--- src/design/decq_pkg.sv ---
// Package for the deduplicating error code queue.
// Holds the queue constants, the opcode codes and the cell control struct.
// No dependencies.
`default_nettype none

package decq_pkg;

    localparam int QUEUE_DEPTH = 16;
    localparam int CODE_W      = 32;
    localparam int CNT_W       = 8;
    localparam int REPORT_W    = 8;
    localparam int REPORT_LSB  = 16;

    typedef enum logic {
        OP_POST  = 1'b0,
        OP_FETCH = 1'b1
    } t_opcode;

    // Broadcast control that every cell of the chain sees in the same cycle.
    typedef struct packed {
        logic              push;
        logic              pop;
        logic [CODE_W-1:0] code;
    } t_cell_ctrl;

endpackage

`default_nettype wire

--- src/design/decq_cell.sv ---
// One storage cell of the queue chain: a valid flag, a code and a match compare.
// Depends on decq_pkg.
`default_nettype none

module decq_cell (
    input  wire                          i_clk,
    input  wire                          i_rst_n,
    input  decq_pkg::t_cell_ctrl         i_ctrl,
    input  wire                          i_prev_valid,
    input  wire                          i_next_valid,
    input  wire [decq_pkg::CODE_W-1:0]   i_next_code,
    output logic                         o_valid,
    output logic [decq_pkg::CODE_W-1:0]  o_code,
    output logic                         o_match
);
    import decq_pkg::*;

    logic              r_valid;
    logic [CODE_W-1:0] r_code;
    logic              n_valid;
    logic [CODE_W-1:0] n_code;

    // A pop shifts the chain toward the head; a push fills the first empty cell.
    always_comb begin
        n_valid = r_valid;
        n_code  = r_code;
        if (i_ctrl.pop) begin
            n_valid = i_next_valid;
            n_code  = i_next_code;
        end else if (i_ctrl.push && i_prev_valid && !r_valid) begin
            n_valid = 1'b1;
            n_code  = i_ctrl.code;
        end
    end

    always_ff @(posedge i_clk) begin
        if (!i_rst_n) begin
            r_valid <= 1'b0;
        end else begin
            r_valid <= n_valid;
        end
        r_code <= n_code;
    end

    assign o_valid = r_valid;
    assign o_code  = r_code;
    assign o_match = r_valid && (r_code == i_ctrl.code);

endmodule

`default_nettype wire

--- src/design/dedup_error_code_queue.sv ---
// Deduplicating error code queue: a chain of cells with the oldest code in cell 0.
// Every item is taken as it arrives, so busy stays low and one item per cycle is accepted.
// A fetch gives its result in the cycle after it is accepted, on o_strobe for one cycle.
// A post gives no result. The receiver cannot stall the result.
// Synchronous active-low reset empties the queue, clears the repeat counter
// and sets the minimum repeat count to 1. No clearing pass is needed.
// Depends on decq_pkg and decq_cell.
`default_nettype none

module dedup_error_code_queue (
    input  wire                            i_clk,
    input  wire                            i_rst_n,
    input  wire                            start,
    output logic                           busy,
    input  wire                            i_opcode,
    input  wire [decq_pkg::CODE_W-1:0]     i_error_code,
    input  wire                            i_cfg_we,
    input  wire [decq_pkg::CNT_W-1:0]      i_cfg_wdata,
    output logic                           o_strobe,
    output logic [decq_pkg::REPORT_W-1:0]  o_reported_code
);
    import decq_pkg::*;

    localparam logic [CNT_W-1:0] CNT_MAX = {CNT_W{1'b1}};

    logic [QUEUE_DEPTH-1:0] w_valid;
    logic [QUEUE_DEPTH-1:0] w_match;
    logic [CODE_W-1:0]      w_code [QUEUE_DEPTH];
    t_cell_ctrl             w_ctrl;

    logic                r_strobe;
    logic [REPORT_W-1:0] r_report;
    logic [CNT_W-1:0]    r_repeat;
    logic [CNT_W-1:0]    r_min;
    logic [CNT_W-1:0]    n_repeat;
    logic [CNT_W-1:0]    w_inc;
    logic                w_accept;
    logic                w_fetch;
    logic                w_post;

    assign busy     = 1'b0;
    assign w_accept = start && !busy;
    assign w_fetch  = w_accept && (t_opcode'(i_opcode) == OP_FETCH);
    assign w_post   = w_accept && (t_opcode'(i_opcode) == OP_POST);

    assign w_inc = (r_repeat == CNT_MAX) ? CNT_MAX : r_repeat + 1'b1;

    always_comb begin
        w_ctrl.code = i_error_code;
        w_ctrl.push = w_post && (i_error_code != '0) && !w_valid[QUEUE_DEPTH-1]
                      && !(|w_match);
        w_ctrl.pop  = w_fetch && w_valid[0] && (w_inc >= r_min);
    end

    always_comb begin
        n_repeat = r_repeat;
        if (w_fetch && w_valid[0]) begin
            n_repeat = w_ctrl.pop ? '0 : w_inc;
        end
    end

    for (genvar g = 0; g < QUEUE_DEPTH; g++) begin : g_cell
        logic              w_prev_valid;
        logic              w_next_valid;
        logic [CODE_W-1:0] w_next_code;

        if (g == 0) begin : g_head
            assign w_prev_valid = 1'b1;
        end else begin : g_body
            assign w_prev_valid = w_valid[g-1];
        end

        if (g == QUEUE_DEPTH-1) begin : g_tail
            assign w_next_valid = 1'b0;
            assign w_next_code  = '0;
        end else begin : g_inner
            assign w_next_valid = w_valid[g+1];
            assign w_next_code  = w_code[g+1];
        end

        decq_cell u_cell (
            .i_clk        (i_clk),
            .i_rst_n      (i_rst_n),
            .i_ctrl       (w_ctrl),
            .i_prev_valid (w_prev_valid),
            .i_next_valid (w_next_valid),
            .i_next_code  (w_next_code),
            .o_valid      (w_valid[g]),
            .o_code       (w_code[g]),
            .o_match      (w_match[g])
        );
    end

    always_ff @(posedge i_clk) begin
        if (!i_rst_n) begin
            r_strobe <= 1'b0;
            r_repeat <= '0;
            r_min    <= CNT_W'(1);
        end else begin
            r_strobe <= w_fetch;
            r_repeat <= n_repeat;
            if (i_cfg_we) begin
                r_min <= i_cfg_wdata;
            end
        end
        if (w_fetch) begin
            r_report <= w_valid[0] ? w_code[0][REPORT_LSB +: REPORT_W] : '0;
        end
    end

    assign o_strobe        = r_strobe;
    assign o_reported_code = r_report;

    // A result appears only in the cycle after a fetch item was taken.
    a_strobe_follows_fetch: assert property (@(posedge i_clk) disable iff (!i_rst_n)
        o_strobe |-> $past(start && !busy && (i_opcode == OP_FETCH)))
        else $error("result strobe without a fetch item");

    // Held entries stay packed toward the head of the chain.
    a_valid_packed: assert property (@(posedge i_clk) disable iff (!i_rst_n)
        (w_valid & ~{w_valid[QUEUE_DEPTH-2:0], 1'b1}) == '0)
        else $error("gap in the cell chain");

    // A fetch of an empty queue reports zero.
    a_empty_reports_zero: assert property (@(posedge i_clk) disable iff (!i_rst_n)
        (w_fetch && !w_valid[0]) |=> (o_reported_code == '0))
        else $error("empty fetch reported a nonzero code");

    // The repeat counter is clear whenever the queue is empty.
    a_counter_clear_empty: assert property (@(posedge i_clk) disable iff (!i_rst_n)
        !w_valid[0] |-> (r_repeat == '0))
        else $error("repeat counter set with an empty queue");

endmodule

`default_nettype wire
--- config.mk ---
export PLATFORM = sky130hd
export DESIGN_NAME = dedup_error_code_queue
export DESIGN_NICKNAME = d
export VERILOG_FILES = /design/src/design/decq_pkg.sv /design/src/design/decq_cell.sv /design/src/design/dedup_error_code_queue.sv
export SDC_FILE = /design/constraint.sdc
export NUM_CORES = 1
export LEC_CHECK = 0
export BUFFER_PORTS_ARGS = -buffer_cell sky130_fd_sc_hd__buf_2
export CAP_MARGIN = 20
export CORE_MARGIN = 3
export CORE_UTILIZATION = 40
export DETAILED_ROUTE_END_ITERATION = 10
export HOLD_SLACK_MARGIN = 0.08
export MAX_ROUTING_LAYER = met4
export PLACE_DENSITY = 0.53
export SYNTH_ARGS = -nofsm -noshare
export SYNTH_HDL_FRONTEND = slang
export SYNTH_SLANG_ARGS = --single-unit
--- constraint.sdc ---
create_clock -name i_clk -period 6 [get_ports i_clk]
set_input_delay 0.3 -clock i_clk [delete_from_list [all_inputs] [get_ports i_clk]]
set_output_delay 0.3 -clock i_clk [all_outputs]
set_load 0.02 [all_outputs]
Yosys cells after proc, flatten, opt, wreduce, memory -nomap -nowiden
Index checks and enable logic that the tools add are counted.
{ "classes": {"addsub": 1, "order_cmp": 1, "n_eq_ne": 17, "n_mux": 62, "bitwise_logic": 2, "n_reduce_logical": 89} }
{ "ops": {"columns": ["operator", "n"], "rows": [
  ["$mux W32", 30],
  ["$eq A32 B32 Y1", 16],
  ["$logic_and A1 B1 Y1", 54],
  ["$reduce_bool A32 Y1", 1],
  ["$mux W1", 30],
  ["$reduce_bool A2 Y1", 15],
  ["$logic_not A1 Y1", 17],
  ["$mux W8", 2],
  ["$reduce_or A16 Y1", 1],
  ["$add A8 B1 Y8 const B", 1],
  ["$eq A8 B8 Y1 const B", 1],
  ["$ge A8 B8 Y1", 1],
  ["$not A1 Y1", 2],
  ["$reduce_or A2 Y1", 1]
]} }
{ "totals": {"ff_bits": 553, "inputBits": 45, "out_inout_bits": 10, "wordCells": 208} }

Logic depth before layout (Yosys ltp)
{ "depth": {"ltp_word": 9, "ltp_mapped": 19, "depth_no_buf": 15} }

Modules after synthesis
A second synthesis with hierarchy kept.
{ "hier_totals": {"cells_unflattened": 2029, "hier_area_um2": 29488.3} }
{ "modules_own_cells": {"columns": ["mod", "instances", "cells_per_inst", "area_each_um2", "seq_area_each_um2"], "rows": [
  ["decq_cell", 16, 117, 1747.9, 980.9],
  ["dedup_error_code_queue", 1, 157, 1521.5, 580.6]
]} }

Worst setup path after synthesis
OpenSTA, ideal clock, no wires.
{ "synth_timing": {"path_kind": "reg-to-reg", "start": "register r_repeat[0]", "end": "register g_cell[10].u_cell.r_code[0], enable pin", "setup_time_ns": 0.658, "arrival_ns": 4.217, "required_ns": 5.342, "slack_ns": 1.125, "stages_incl_launch_ff": 20, "n_path_buf": 4, "synth_period_minus_slack_ns": 4.875, "path_cell_list": "dfxtp_1 > ha_1 > and3_1 > nand2_1 > nor2_1 > nand2_1 > and2_1 > ha_1 > nand2b_1 > a21o_1 > a21o_1 > a21o_1 > a21o_1 > a21oi_2 > or2_2 > buf_2 > buf_4 > buf_4 > buf_2 > o21ai_0"} }
{ "synth_via": {"elab_chain_cells": 5, "word_cells_on_any_way": 6, "classes_between": "add/sub (1); order compare (1); eq/ne (1); mux (1); reduce/logical (2)"} }
{ "synth_rtl": {"columns": ["element", "line", "text"], "rows": [
  ["start: declaration", "dedup_error_code_queue.sv:33", "logic [CNT_W-1:0] r_repeat;"],
  ["start signal: assignment", "dedup_error_code_queue.sv:101", "r_repeat <= n_repeat;"],
  ["$add A8 B1 Y8 / $eq A8 B8 Y1 (equally long branches)", "dedup_error_code_queue.sv:46", "assign w_inc = (r_repeat == CNT_MAX) ? CNT_MAX : r_repeat + 1'b1;"],
  ["$mux W8 (*)", "dedup_error_code_queue.sv:46", null],
  ["$ge A8 B8 Y1 (*)", "dedup_error_code_queue.sv:52", "w_ctrl.pop = w_fetch && w_valid[0] && (w_inc >= r_min);"],
  ["$logic_and A1 B1 Y1 (*)", "dedup_error_code_queue.sv:52", null],
  ["$reduce_bool A2 Y1 (no source line) (*)", null, null],
  ["end signal: assignment", "decq_cell.sv:42", "r_code <= n_code;"],
  ["end: declaration", "decq_cell.sv:19", "logic [CODE_W-1:0] r_code;"]
]} }
Every way passes the cells marked *; elsewhere a longest branch is shown, timed or not.
A chain may end at the register's enable or synchronous reset.

Worst setup path in the final report
{ "layout_timing": {"start": "register r_repeat[0]", "end": "register g_cell[1].u_cell.r_code[4], enable pin"} }
{ "layout_via": {"elab_chain_cells": 5, "word_cells_on_any_way": 6, "classes_between": "add/sub (1); order compare (1); eq/ne (1); mux (1); reduce/logical (2)"} }
{ "layout_rtl": {"columns": ["element", "line"], "rows": [
  ["$add A8 B1 Y8 / $eq A8 B8 Y1 (equally long branches)", "dedup_error_code_queue.sv:46"],
  ["$mux W8 (*)", "dedup_error_code_queue.sv:46"],
  ["$ge A8 B8 Y1 (*)", "dedup_error_code_queue.sv:52"],
  ["$logic_and A1 B1 Y1 (*)", "dedup_error_code_queue.sv:52"],
  ["$reduce_bool A2 Y1 (no source line) (*)", null],
  ["end signal: assignment", "decq_cell.sv:42"],
  ["end: declaration", "decq_cell.sv:19"]
]} }
Marks and branches as above.

==> reports/summary.md <==
- **worst clock skew on the final layout** 0.0205 ns
- **Yosys reg bits** 553
- **area of combinational cells with multiple inputs** 9970 sq um
- **clock root cell** sky130_fd_sc_hd__clkbuf_16
- **maximum fanout encountered on the critical timing path** 112
- **sequential cell area fraction in the yosys report** 55.6%
- **Cell Count, Final, Fillers Out** 3699
- **clk_lat worst skew** 0.63 ns
- **die extent in x** 274 microns
- **number of clock sinks** 553
- **combinational fraction of design power** 10.7%
- **total wire length after detailed routing** 82200 microns
- **core region area** 70500 sq um
- **Min-Delay Path Depth** 3
- **required time worst endpoint** 6.34 ns
- **initial antenna violation count** 1
- **post-route worst hold slack** 0.114 ns
- **IO Count** 55
- **setup total negative slack** 0 ns
- **worst rel slew slack** 29.0%
- **Hold Violations, Final** 0
- **first-pass iteration count of the detailed router** 5
- **met2 usage** 36.6%
- **fraction of synthesis flops using an asynchronous set or reset pin** 0%
- **setup repair after global routing missed its margin** no
- **count of instances resized after the clock tree is built** 0
- **number of unique standard cell types used by synthesis** 39
- **overall routing resource usage** 22.4%
- **met3 global-route usage** 2.20%
- **vertical die dimension** 274 microns
- **Switch Pwr** 0.00225 W
- **power density of the placed cells** 277 nW/um^2
- **largest voltage drop on the vdd net** 0.222 mV
- **# DRC** 0
- **Layout area overhead** 10.9%
- **ratio of final minimum period to clock period** 71.8%
- **Post-synth EDFFs** 488
- **largest net degree at the start of global routing** 113
- **most numerous cell types in the synthesized netlist** 559 x sky130_fd_sc_hd__o21ai_0, 502 x sky130_fd_sc_hd__inv_1, 488 x sky130_fd_sc_hd__edfxtp_1
- **post-synthesis cell type with the largest combined area** sky130_fd_sc_hd__edfxtp_1
- **fill cell instance count of the final layout** 6631
- **GRT Max-Usage Layer** met2
- **Post-Synthesis Net Count** 2741
- **static leakage** 11.8 nW
- **Worst Hold Class** primary input to flop
- **FF+latch area** 16000 sq um
- **Final GP Congestion** 0.932
- **Max Fclk** 232 MHz
- **drt wl/cell** 22.2 microns
- **Worst Reg-to-Reg Cells** 17
- **global routing usage on met1** 27.3%
- **Via Count** 18.7k
- **Setup crit end kind** flop
- **most frequent cell after synthesis** sky130_fd_sc_hd__o21ai_0
- **Worst EP arrival** 4.64 ns
- **power share of the clock group** 39.1%
- **global-route wire length before repair** 119000 microns
- **count of mapped cells out of synthesis** 2687
- **number of buffers created by CTS** 61
- **P_int** 0.00657 W
- **# nets final** 2762
- **routed vias/inst** 5.06
- **fraction of post-synthesis cell area in the top cell type by area** 51.0%
- **startpoint kind of the worst setup timing path** flop
- **clock slew at the register clock pins of the worst setup and hold paths** 0.06 ns
- **sum of net half-perimeters after detailed placement** 62500 microns
- **number of nets with antenna violations after detailed routing** 0
- **final worst path period need** 4.31 ns
- **initial core utilization** 40.7%
- **Total Die Area** 75000 sq um
- **summed instance area of the synthesized netlist** 28700 sq um
- **setup-violating endpoint count in the final report** 0
- **CTS max path bufs** 3
- **Most used DFF post-synth** sky130_fd_sc_hd__edfxtp_1
- **net switching fraction of the power** 25.5%
- **site row count** 97
- **transition time at the pin with the least slew margin** 1.06 ns
- **yosys warns** 0
- **minimum setup slack after placement** 1.61 ns
- **Avg Inst Size Synth** 10.7 sq um
- **starting DRC count in detailed routing** 1171
- **total global routing overflow** 0
- **Port Buffer Count** 53
- **Setup Crit Path Kind** flop to flop
- **DP Cell Count** 3572
- **run status** completed
- **top cells by area, synth** sky130_fd_sc_hd__edfxtp_1 51%, sky130_fd_sc_hd__xnor2_1 11%, sky130_fd_sc_hd__o21ai_0 9.7%, sky130_fd_sc_hd__inv_1 6.6%, sky130_fd_sc_hd__dfxtp_1 4.5%
- **ratio of cells with drive above 1 in the final layout** 8.19%
- **min setup slack post-route** 1.69 ns
- **Seq pwr share** 50.2%
- **Max Slew Vio Count** 0
- **Max-Cap Viols** 0
- **Post CTS Setup Buffer Count** 0
- **vias in the first global route** 18.3k
- **TritonCTS clock tree** done
- **CTS Hold Bufs** 12
- **number of H-tree branching levels** 2
area by class of cell:
cell class | instances | area share [%]
multi-input combinational | 1451 | 31.3
clock inverter | 29 | 0.558
antenna | 1 | 0.00786
inverter | 502 | 5.92
clock buffer | 84 | 5.07
sequential | 553 | 50.1
tap | 940 | 3.70
timing repair buffer | 139 | 3.28
per-layer routing:
layer	vias to the layer above	wire, microns
li1	9093	-
met1	9006	34800
met2	430	39300
met3	185	3060
met4	0	5130
met5	-	0
metrics by stage:
step	area [sq um]	util [%]	power, W
2_1_floorplan	28700	-	0.00510
3_3_place_gp	29800	42.2	0.00542
3_5_place_dp	29900	42.4	0.00545
4_1_cts	31800	45.1	0.00890
5_1_grt	31800	45.1	0.00913
6_report	31800	45.1	0.00882
flip-flops by register name, summed over array words and instances (netlist names):
register and cells:
o_reported_code 8, g_cell.u_cell.o_code 512, g_cell.u_cell.o_valid 16, r_min 8
r_repeat 8, o_strobe 1
critical path: stages, from the launching register on:
cell	delay, ns
sky130_fd_sc_hd__dfxtp_1	0.39
sky130_fd_sc_hd__ha_1	0.20
sky130_fd_sc_hd__and3_1	0.23
sky130_fd_sc_hd__nand2_1	0.11
sky130_fd_sc_hd__nor2_1	0.12
sky130_fd_sc_hd__nand2_1	0.15
sky130_fd_sc_hd__and2_1	0.23
sky130_fd_sc_hd__ha_1	0.26
sky130_fd_sc_hd__nand2b_1	0.14
sky130_fd_sc_hd__a21o_1	0.18
sky130_fd_sc_hd__a21o_1	0.17
sky130_fd_sc_hd__a21o_1	0.17
sky130_fd_sc_hd__a21o_1	0.20
sky130_fd_sc_hd__a21oi_4	0.19
sky130_fd_sc_hd__or2_4	0.42
sky130_fd_sc_hd__buf_12	0.43
sky130_fd_sc_hd__o21ai_4	0.10
sky130_fd_sc_hd__buf_4	0.28
placed cells by master (no fill, tap or decap), drive strengths merged:
cell / netlist / final
conb: 1 / 1
clkinv: 0 / 24
dfxtp: 65 / 65
o21a: 1 / 1
o21ai: 560 / 560
nor2: 15 / 15
diode: 0 / 1
and3: 4 / 4
bufinv: 0 / 1
nor4: 56 / 56
edfxtp: 488 / 488
xor2: 143 / 143
or2: 1 / 1
dlygate4sd3: 0 / 12
o22ai: 2 / 2
nand3: 43 / 43
or3: 2 / 2
a211oi: 1 / 1
nor3: 25 / 25
buf: 81 / 127
a21oi: 6 / 6
a21o: 4 / 4
nand2: 17 / 17
inv: 502 / 506
clkbuf: 100 / 84
o31ai: 15 / 15
mux2i: 40 / 40
a311oi: 1 / 1
nand2b: 3 / 3
and2: 10 / 10
a31oi: 15 / 15
xnor2: 373 / 373
nor2b: 7 / 7
o2111ai: 1 / 1
ha: 9 / 9
nand4: 96 / 96
cells by family (layout without fill, tap and decap cells):
| group | count (synthesis) | after routing | share of synthesized area (%) |
|---|---|---|---|
| multiplexers | 40 | 40 | 1.39 |
| XOR/XNOR | 516 | 516 | 15.7 |
| AND/OR/NAND/NOR | 279 | 279 | 5.65 |
| AO/OA/AOI/OAI | 606 | 606 | 10.9 |
| buffers and inverters | 683 | 754 | 10.4 |
| flip-flops | 553 | 553 | 55.6 |
| adder cells (fa/ha/maj) | 9 | 9 | 0.392 |
| other | 1 | 2 | 0.0131 |
power groups by stage:
stage	clock network, W	logic (W)	registers, W
after global routing	0.00367	0.00102	0.00444
after CTS	0.00352	0.000954	0.00442
after detailed placement	0	0.000945	0.00450
final	0.00345	0.000944	0.00442
after global placement	0	0.000922	0.00450
after floorplan	0	0.000608	0.00449
worst paths after layout:
| check | startpoint | to | slack [ns] |
|---|---|---|---|
| worst max-delay path | r_repeat[0] | g_cell[1].u_cell.o_code[4] | 1.69 |
| worst min register to register | r_repeat[6] | r_repeat[6] | 0.48 |
| worst max register to register | r_repeat[0] | g_cell[1].u_cell.o_code[4] | 1.69 |
| worst min-delay path | i_cfg_we | r_min[7] | 0.11 |
No activity file was read; power rests on OpenSTA's default activity.
